===== src/sv/folc_pkg.sv =====
package folc_pkg;

  // default configuration
  localparam int DEPTH_DEF     = 16;
  localparam int FREQ_BITS_DEF = 16;

  // field widths
  localparam int OPCODE_W   = 2;
  localparam int KEY_W      = 32;
  localparam int POS_W      = 4;
  localparam int STATUS_W   = 2;
  localparam int OUT_FREQ_W = 16;

  // stream payload widths, padded to whole bytes
  localparam int IN_FIELDS_W   = OPCODE_W + KEY_W + POS_W;
  localparam int IN_TDATA_W    = ((IN_FIELDS_W + 7) / 8) * 8;
  localparam int OUT_FIELDS_W  = STATUS_W + KEY_W + OUT_FREQ_W + POS_W;
  localparam int OUT_TDATA_W   = ((OUT_FIELDS_W + 7) / 8) * 8;

  typedef enum logic [OPCODE_W-1:0] {
    OP_APPEND = 2'd0,
    OP_LOCATE = 2'd1,
    OP_READ   = 2'd2,
    OP_CLEAR  = 2'd3
  } opcode_t;

  typedef enum logic [STATUS_W-1:0] {
    ST_OK    = 2'd0,
    ST_MISS  = 2'd1,
    ST_FULL  = 2'd2,
    ST_RANGE = 2'd3
  } status_t;

  // outcome of the shared compare unit
  typedef struct packed {
    logic key_eq;   // a and b hold the same key
    logic a_first;  // entry a must stand ahead of entry b
  } cmp_res_t;

endpackage


===== src/sv/frequency_ordered_list_core.sv =====
// Frequency-ordered key table. Holds up to DEPTH 32-bit keys, kept in non-increasing
// order of access count; ties go to the entry that was first located earlier, and entries
// never located stay in load order behind all others. Each input transfer carries one
// command and gives exactly one result transfer. Locate walks the table from the head
// through one shared compare unit, one entry per cycle, and then moves the hit toward the
// head one slot per cycle. The pace of the walk is set by the single read port of the
// entry memory. The block takes no new command while one is in progress; a finished
// result waits in the output register while the next command is accepted.
module frequency_ordered_list_core
  import folc_pkg::*;
#(
  parameter int DEPTH     = DEPTH_DEF,
  parameter int FREQ_BITS = FREQ_BITS_DEF
) (
  input  logic                   clk,
  input  logic                   rst,
  input  logic                   s_axis_tvalid,
  output logic                   s_axis_tready,
  // opcode [1:0], key [33:2], position [37:34], zero pad
  input  logic [IN_TDATA_W-1:0]  s_axis_tdata,
  output logic                   m_axis_tvalid,
  input  logic                   m_axis_tready,
  // status [1:0], result_key [33:2], frequency [49:34], result_position [53:50], zero pad
  output logic [OUT_TDATA_W-1:0] m_axis_tdata
);

  localparam int AW  = $clog2(DEPTH);        // entry index
  localparam int CW  = $clog2(DEPTH + 1);    // entry count
  localparam int SW  = $clog2(DEPTH + 2);    // first-access sequence number
  localparam int EW  = KEY_W + FREQ_BITS + SW;
  localparam int PAD = OUT_TDATA_W - OUT_FIELDS_W;
  localparam logic [FREQ_BITS-1:0] FREQ_MAX = {FREQ_BITS{1'b1}};

  typedef enum logic [2:0] {
    S_IDLE,
    S_SEARCH,
    S_MOVE,
    S_PLACE,
    S_READ,
    S_EMIT
  } state_t;

  state_t state;

  // input fields
  opcode_t          in_op;
  logic [KEY_W-1:0] in_key;
  logic [POS_W-1:0] in_pos;
  logic             in_xfer;

  assign in_op   = opcode_t'(s_axis_tdata[OPCODE_W-1:0]);
  assign in_key  = s_axis_tdata[OPCODE_W +: KEY_W];
  assign in_pos  = s_axis_tdata[OPCODE_W + KEY_W +: POS_W];
  assign in_xfer = s_axis_tvalid && s_axis_tready;
  assign s_axis_tready = (state == S_IDLE);

  // table state
  logic [CW-1:0] entry_count;
  logic [SW-1:0] next_seq;
  logic [AW-1:0] cur;           // entry under test / slot being filled

  // latched search key and the entry being moved toward the head
  logic [KEY_W-1:0]     key_r;
  logic [KEY_W-1:0]     h_key;
  logic [FREQ_BITS-1:0] h_freq;
  logic [SW-1:0]        h_seq;

  // result waiting for the output register
  status_t              res_status;
  logic [KEY_W-1:0]     res_key;
  logic [OUT_FREQ_W-1:0] res_freq;
  logic [POS_W-1:0]     res_pos;

  // memory ports
  logic          mem_we;
  logic [AW-1:0] mem_waddr;
  logic [EW-1:0] mem_wdata;
  logic [AW-1:0] mem_raddr;
  logic [EW-1:0] mem_rdata;

  logic [KEY_W-1:0]     rd_key;
  logic [FREQ_BITS-1:0] rd_freq;
  logic [SW-1:0]        rd_seq;

  assign rd_key  = mem_rdata[KEY_W-1:0];
  assign rd_freq = mem_rdata[KEY_W +: FREQ_BITS];
  assign rd_seq  = mem_rdata[KEY_W + FREQ_BITS +: SW];

  folc_mem #(
    .WIDTH (EW),
    .DEPTH (DEPTH),
    .AW    (AW)
  ) u_mem (
    .clk   (clk),
    .we    (mem_we),
    .waddr (mem_waddr),
    .wdata (mem_wdata),
    .raddr (mem_raddr),
    .rdata (mem_rdata)
  );

  // shared compare: key match while searching, ordering while moving
  cmp_res_t cmp;

  folc_cmp #(
    .FREQ_BITS (FREQ_BITS),
    .SW        (SW)
  ) u_cmp (
    .a_key  (key_r),
    .a_freq (h_freq),
    .a_seq  (h_seq),
    .b_key  (rd_key),
    .b_freq (rd_freq),
    .b_seq  (rd_seq),
    .res    (cmp)
  );

  // hit entry after its access is counted
  logic                 first_hit;
  logic [SW-1:0]        upd_seq;
  logic [FREQ_BITS-1:0] upd_freq;

  assign first_hit = (rd_freq == '0) && (rd_seq == '0);
  assign upd_seq   = first_hit ? next_seq : rd_seq;
  assign upd_freq  = (rd_freq == FREQ_MAX) ? rd_freq : rd_freq + FREQ_BITS'(1);

  logic last_entry;
  logic table_full;
  logic pos_bad;

  assign last_entry = ((CW'(cur) + CW'(1)) == entry_count);
  assign table_full = (32'(entry_count) >= 32'(DEPTH));
  assign pos_bad    = (32'(in_pos) >= 32'(entry_count));

  // result fields already known when a command is accepted
  status_t          cmd_status;
  logic [KEY_W-1:0] cmd_key;
  logic [POS_W-1:0] cmd_pos;

  always_comb begin
    cmd_status = ST_OK;
    cmd_key    = '0;
    cmd_pos    = '0;
    unique case (in_op)
      OP_APPEND: begin
        if (table_full) begin
          cmd_status = ST_FULL;
        end else begin
          cmd_key = in_key;
          cmd_pos = POS_W'(entry_count);
        end
      end
      OP_LOCATE: begin
        if (entry_count == '0) begin
          cmd_status = ST_MISS;
        end
      end
      OP_READ: begin
        if (pos_bad) begin
          cmd_status = ST_RANGE;
        end else begin
          cmd_pos = in_pos;
        end
      end
      default: begin
        cmd_status = ST_OK;
      end
    endcase
  end

  // output register loads when free or being drained
  logic out_load;

  assign out_load = (state == S_EMIT) && (!m_axis_tvalid || m_axis_tready);

  // memory control
  always_comb begin
    mem_we    = 1'b0;
    mem_waddr = cur;
    mem_wdata = {h_seq, h_freq, h_key};
    mem_raddr = cur;
    unique case (state)
      S_IDLE: begin
        mem_waddr = entry_count[AW-1:0];
        mem_wdata = {SW'(0), FREQ_BITS'(0), in_key};
        mem_we    = in_xfer && (in_op == OP_APPEND) && !table_full;
        mem_raddr = (in_op == OP_READ) ? AW'(in_pos) : '0;
      end
      S_SEARCH: begin
        // a hit at the head is written back in place
        mem_wdata = {upd_seq, upd_freq, rd_key};
        mem_we    = cmp.key_eq && (cur == '0);
        mem_raddr = cmp.key_eq ? cur - AW'(1) : cur + AW'(1);
      end
      S_MOVE: begin
        // the entry ahead slides back one slot, or the moving entry settles here
        mem_we    = 1'b1;
        mem_wdata = cmp.a_first ? mem_rdata : {h_seq, h_freq, h_key};
        mem_raddr = cur - AW'(2);
      end
      S_PLACE: begin
        mem_we = 1'b1;
      end
      S_READ, S_EMIT: begin
        mem_we = 1'b0;
      end
      default: begin
        mem_we = 1'b0;
      end
    endcase
  end

  // sequencer and output register
  always_ff @(posedge clk) begin
    if (rst) begin
      state         <= S_IDLE;
      entry_count   <= '0;
      next_seq      <= SW'(1);
      m_axis_tvalid <= 1'b0;
    end else begin
      if (out_load) begin
        m_axis_tvalid <= 1'b1;
      end else if (m_axis_tready) begin
        m_axis_tvalid <= 1'b0;
      end
      unique case (state)
        S_IDLE: begin
          if (in_xfer) begin
            key_r      <= in_key;
            res_status <= cmd_status;
            res_key    <= cmd_key;
            res_freq   <= '0;
            res_pos    <= cmd_pos;
            cur        <= '0;
            unique case (in_op)
              OP_APPEND: begin
                if (!table_full) begin
                  entry_count <= entry_count + CW'(1);
                end
                state <= S_EMIT;
              end
              OP_LOCATE: begin
                state <= (entry_count == '0) ? S_EMIT : S_SEARCH;
              end
              OP_READ: begin
                state <= pos_bad ? S_EMIT : S_READ;
              end
              OP_CLEAR: begin
                entry_count <= '0;
                next_seq    <= SW'(1);
                state       <= S_EMIT;
              end
              default: begin
                state <= S_EMIT;
              end
            endcase
          end
        end
        S_SEARCH: begin
          if (cmp.key_eq) begin
            h_key  <= rd_key;
            h_freq <= upd_freq;
            h_seq  <= upd_seq;
            if (first_hit) begin
              next_seq <= next_seq + SW'(1);
            end
            if (cur == '0) begin
              res_key  <= rd_key;
              res_freq <= OUT_FREQ_W'(upd_freq);
              res_pos  <= '0;
              state    <= S_EMIT;
            end else begin
              state <= S_MOVE;
            end
          end else if (last_entry) begin
            res_status <= ST_MISS;
            state      <= S_EMIT;
          end else begin
            cur <= cur + AW'(1);
          end
        end
        S_MOVE: begin
          if (cmp.a_first) begin
            cur <= cur - AW'(1);
            if (cur == AW'(1)) begin
              state <= S_PLACE;
            end
          end else begin
            res_key  <= h_key;
            res_freq <= OUT_FREQ_W'(h_freq);
            res_pos  <= POS_W'(cur);
            state    <= S_EMIT;
          end
        end
        S_PLACE: begin
          res_key  <= h_key;
          res_freq <= OUT_FREQ_W'(h_freq);
          res_pos  <= POS_W'(cur);
          state    <= S_EMIT;
        end
        S_READ: begin
          res_key  <= rd_key;
          res_freq <= OUT_FREQ_W'(rd_freq);
          state    <= S_EMIT;
        end
        S_EMIT: begin
          // load the output register once it is free or being drained
          if (out_load) begin
            m_axis_tdata <= {PAD'(0), res_pos, res_freq, res_key, res_status};
            state        <= S_IDLE;
          end
        end
        default: begin
          state <= S_IDLE;
        end
      endcase
    end
  end

  // the table never holds more entries than it has slots
  a_count_bound: assert property (@(posedge clk) disable iff (rst)
    32'(entry_count) <= 32'(DEPTH))
    else $error("entry count beyond table depth");

  // each first access belongs to a distinct stored entry
  a_seq_bound: assert property (@(posedge clk) disable iff (rst)
    32'(next_seq) <= 32'(entry_count) + 32'd1)
    else $error("sequence number ran ahead of entry count");

  // the table is written only by an accepted append or during a locate
  a_write_src: assert property (@(posedge clk) disable iff (rst)
    mem_we |-> (in_xfer && in_op == OP_APPEND) || state == S_SEARCH
               || state == S_MOVE || state == S_PLACE)
    else $error("memory write outside append or locate");

  // a result leaves the sequencer only into a free or draining output register
  a_emit_free: assert property (@(posedge clk) disable iff (rst)
    (state == S_EMIT && m_axis_tvalid && !m_axis_tready) |=> state == S_EMIT)
    else $error("result dropped while output stalled");

endmodule


===== src/sv/folc_mem.sv =====
module folc_mem #(
  parameter int WIDTH = 8,
  parameter int DEPTH = 16,
  parameter int AW    = $clog2(DEPTH)
) (
  input  logic             clk,
  input  logic             we,
  input  logic [AW-1:0]    waddr,
  input  logic [WIDTH-1:0] wdata,
  input  logic [AW-1:0]    raddr,
  output logic [WIDTH-1:0] rdata
);

  logic [WIDTH-1:0] mem [DEPTH];

  always_ff @(posedge clk) begin
    if (we) begin
      mem[waddr] <= wdata;
    end
  end

  always_ff @(posedge clk) begin
    rdata <= mem[raddr];
  end

endmodule


===== src/sv/folc_cmp.sv =====
module folc_cmp
  import folc_pkg::*;
#(
  parameter int FREQ_BITS = FREQ_BITS_DEF,
  parameter int SW        = 5
) (
  input  logic [KEY_W-1:0]     a_key,
  input  logic [FREQ_BITS-1:0] a_freq,
  input  logic [SW-1:0]        a_seq,
  input  logic [KEY_W-1:0]     b_key,
  input  logic [FREQ_BITS-1:0] b_freq,
  input  logic [SW-1:0]        b_seq,
  output cmp_res_t             res
);

  // higher frequency first, then earlier first access
  always_comb begin
    res.key_eq = (a_key == b_key);
    if (a_freq != b_freq) begin
      res.a_first = (a_freq > b_freq);
    end else begin
      res.a_first = (a_seq < b_seq);
    end
  end

endmodule


===== config.mk =====
export PLATFORM = sky130hd
export DESIGN_NAME = frequency_ordered_list_core
export DESIGN_NICKNAME = d
export VERILOG_FILES = /design/src/sv/folc_pkg.sv /design/src/sv/frequency_ordered_list_core.sv /design/src/sv/folc_mem.sv /design/src/sv/folc_cmp.sv
export SDC_FILE = /design/constraint.sdc
export NUM_CORES = 2
export LEC_CHECK = 0
export ABC_CLOCK_PERIOD_IN_PS = 6800
export BUFFER_PORTS_ARGS = -buffer_cell sky130_fd_sc_hd__buf_4
export CORE_MARGIN = 2
export CORE_UTILIZATION = 35
export CTS_CLUSTER_SIZE = 20
export DETAILED_ROUTE_END_ITERATION = 6
export SYNTH_ARGS = -nofsm -noshare
export SYNTH_HDL_FRONTEND = slang
export SYNTH_SLANG_ARGS = --single-unit

===== constraint.sdc =====
create_clock -name clk -period 6.8 [get_ports clk]
set_input_delay 1.02 -clock clk [delete_from_list [all_inputs] [get_ports clk]]
set_output_delay 1.02 -clock clk [all_outputs]
set_load 0.03 [all_outputs]

==> reports/metrics.cfg <==
[synthesis]
muxShareOfSynthArea_pct = 0.06834
ys_ff_latch = 1112
synth_area_leaders = edfxtp_1 69%, nand2_1 5.8%, o2111ai_1 4.1%, nor2_1 4.1%, dfxtp_1 2.9%
synth_top_family_by_area = simple AND/OR/NAND/NOR gates
synth_fa_ha_area_share_pct = 1.093
synthCells = 3598
synth_warnings = 0
synth_edf_count = 1045
synth-simple-area-share_pct = 11.93
async_flop_share_pct = 0
synth_top_area_share_pct = 68.56
synth_top_area_cell = edfxtp_1
ys_seq_area_share_pct = 71.49
synth.distinct_cells = 79
synthXorXnorAreaFrac_pct = 1.050
synth_area_um2 = 45770
synth_ff_type = edfxtp_1
synth_compound_area_share_pct = 11.15
post-synth-top-count-cell = edfxtp_1
avgSynthCellArea_um2 = 12.72
yosys-top-cells-count = 1,045 x edfxtp_1, 713 x nand2_1, 494 x nor2_1

[clock_tree]
h-tree-depth = 3
ctsHoldBuffers = 0
cts_root_buf = clkbuf_16
cts_tree = done
cts.repair.resized = 0
clk_pin_slew_ns = 0.06
cts_setup_buffers = 0
insertion_delay_ns = 0.71
cts.sinks = 1112
clk_path_buf_depth = 3
numCtsBuffers = 104

[drt]
vias = 29220
routed_via_density = 5.357
drt-initial-drc-count = 3306
routed_wl_um = 121000
wire_per_inst_um = 22.19
dr.pass1.iters = 7
drtAntennaViolNets = 0
drc = 20

[pwr]
p_int_mw = 14.68
p_per_area_nw_per_um2 = 452.4
power_leakage_nw = 18.14
p_comb_share_pct = 33.9
seqPwrFrac_pct = 40.4
switching_share_pct = 37.65
clockPowerShare_pct = 25.8
vdd_drop_max_uv = 653.6
p_switching_mw = 8.865

[critical_path]
slowest_stage = a222oi_1
cp_max_fo = 21
worstPathRequired_ns = 7.11
cp_slowest_stage_delay_ns = 1.00
worstSetupPathType = reg -> reg
crit_path_frequent_cell = inv_1
crit_path_end_kind = flip-flop
ff2ff_path_depth = 10
r2r_start = u_mem.rdata[43]
startpoint_type = flip-flop
worstPathArrival_ns = 4.85
crit_chain = inv_1 > ha_1 > nand4_1 > or2_0 > nor2_1 > o31ai_1 > nand3_1 > a31oi_4 > a222oi_1 > inv_1
critPathLaunch = u_mem.rdata[43]

[timing]
rsz0062_at_grt = false
fin_crit_sh_pct = 66.74
slew_violations = 0
final-setup-viol-count = 0
fmax_mhz = 220.3
max_slew_margin_pct = 9.217
fin_crit_ns = 4.539
tns_ns = 0
worst_hold_slack_ns = 0.4174
tightest_slew_ns = 1.353
hold_viol = 0
finalClockSkew_ns = 0.03252

[floorplanning]
die_w_um = 365.6
io_pins = 102
die_h_um = 365.6
start_util_pct = 35.30
rows = 132
coreArea_um2 = 129600
die_area_um2 = 133700

[worst_hold_path]
holdPathStages = 0
hold_path.class = reg -> reg
min-delay-start = res_pos[0]

[placed_design]
hpwlAfterDp_um = 64360
portBuffers = 97
dpl.cell_count = 5259
gp_congestion = 0.8328

[layout]
multiInputGateArea_um2 = 11840
area_delta_synth_final_pct = 13.70
nets = 3707
drive_gt1_share_pct = 10.29
layoutNonFillerInstCount = 5455
num-fill-cells = 11920
seq_area_um2 = 32720

[status]
violations = DRC
outcome = complete, but fails checks

[grt]
grt_usage_pct = 17.78
grt-ovfl-total = 0
grt_pass1_wl_um = 179200
grt_pass1_vias = 27320
grt_max_degree = 194
antenna_found_initial = 2

[run]
cap_viol_max_count = 0

-- final cells by class --
type                    count  share of cell area, %
clock buffers             142                  5.667
inverters                  82                 0.5914
flip-flops and latches   1112                  62.88
well taps                1742                  4.188
repair buffers            156                  2.707
clock inverters            53                  1.209
diodes                      1               0.004808
multi-input cells        2167                  22.76
-- power by group through the flow --
| stage | Clock, mW | Sequential (mW) | Combinational (mW) |
|---|---|---|---|
| 5_1_grt | 6.42 | 9.54 | 8.79 |
| 4_1_cts | 6.16 | 9.49 | 7.97 |
| 3_5_place_dp | 0 | 9.63 | 7.91 |
| 6_report | 6.07 | 9.50 | 7.97 |
| 2_1_floorplan | 0 | 9.40 | 5.49 |
| 3_3_place_gp | 0 | 9.62 | 7.84 |
-- sequential cells by signal, indices dropped and copies added, names as in the netlist --
| name | cells |
|---|---|
| h_key | 32 |
| h_seq | 5 |
| state | 3 |
| u_mem.rdata | 53 |
| m_axis_tdata | 54 |
| h_freq | 16 |
| u_mem.mem | 848 |
| cur | 4 |
| entry_count | 5 |
| res_pos | 4 |
| res_freq | 16 |
| key_r | 32 |
| next_seq | 5 |
| res_status | 2 |
| m_axis_tvalid | 1 |
| res_key | 32 |
-- cell families (layout without fill, tap and decap cells) --
| group | after synthesis | in the layout |
|---|---|---|
| and+or+nand+nor | 1344 | 1344 |
| DFF | 1112 | 1112 |
| AOI/OAI and AO/OA | 724 | 724 |
| buffers and inverters | 320 | 433 |
| xor gates and xnor gates | 54 | 54 |
| adders and majority gates | 40 | 40 |
| muxes | 3 | 3 |
| other | 1 | 3 |
-- per-layer routing --
layer  share of wire [%]  vias up  GRT usage (%)
li1                    -    13330              -
met4                 2.2        0          5.148
met3                 7.4      171          2.585
met2                  47     1172          28.16
met1                  44    14550          25.37
met5                   0        -              0
-- placed cells by master, fill, tap and decap left out, types with 8 or more instances in the layout --
cell type / n
clkbuf_1: 21
xor2_1: 38
nor3_1: 19
buf_4: 137
buf_12: 19
edfxtp_1: 1045
clkbuf_16: 107
a21oi_1: 39
clkinv_1: 12
nor2_4: 20
a32oi_1: 8
xnor2_1: 15
a222oi_1: 45
clkbuf_8: 14
o2111ai_1: 212
nand2_1: 712
o21ai_1: 76
o21ai_0: 225
and2_1: 26
nand4_1: 14
nand3_1: 13
a21o_1: 18
inv_1: 80
ha_1: 40
bufinv_16: 13
dfxtp_1: 65
a221o_1: 24
clkinv_2: 15
nor2_1: 472
a22oi_1: 15
nor4_2: 8
-- stage by stage --
stage          cell area, um2  util [%]  power (mW)  setup WS, ns
4_1_cts                 52040     40.14       23.61         2.290
2_1_floorplan           45780         -       14.89         1.777
3_3_place_gp            48460     37.38       17.46         2.376
5_1_grt                 52040     40.14       24.75         1.994
6_report                52040     40.14       23.54         2.261
3_5_place_dp            48460     37.38       17.54         2.323
-- worst max-delay path: cells and delay by family, from the launching register on --
| family | cells | cell delay [ns] |
|---|---|---|
| adders and majority gates | 1 | 0.32 |
| DFF | 1 | 0.60 |
| AOI/OAI and AO/OA | 3 | 1.55 |
| buffers and inverters | 2 | 0.62 |
| and+or+nand+nor | 4 | 1.03 |
-- worst paths after layout --
| path | end | slack, ns |
|---|---|---|
| setup / recovery | u_mem.mem[2][32] | 2.26 |
| hold / removal | m_axis_tdata[50] | 0.42 |
| setup reg to reg | u_mem.mem[2][32] | 2.26 |
| hold reg to reg | m_axis_tdata[50] | 0.42 |
No activity file was read; power rests on OpenSTA's default activity.
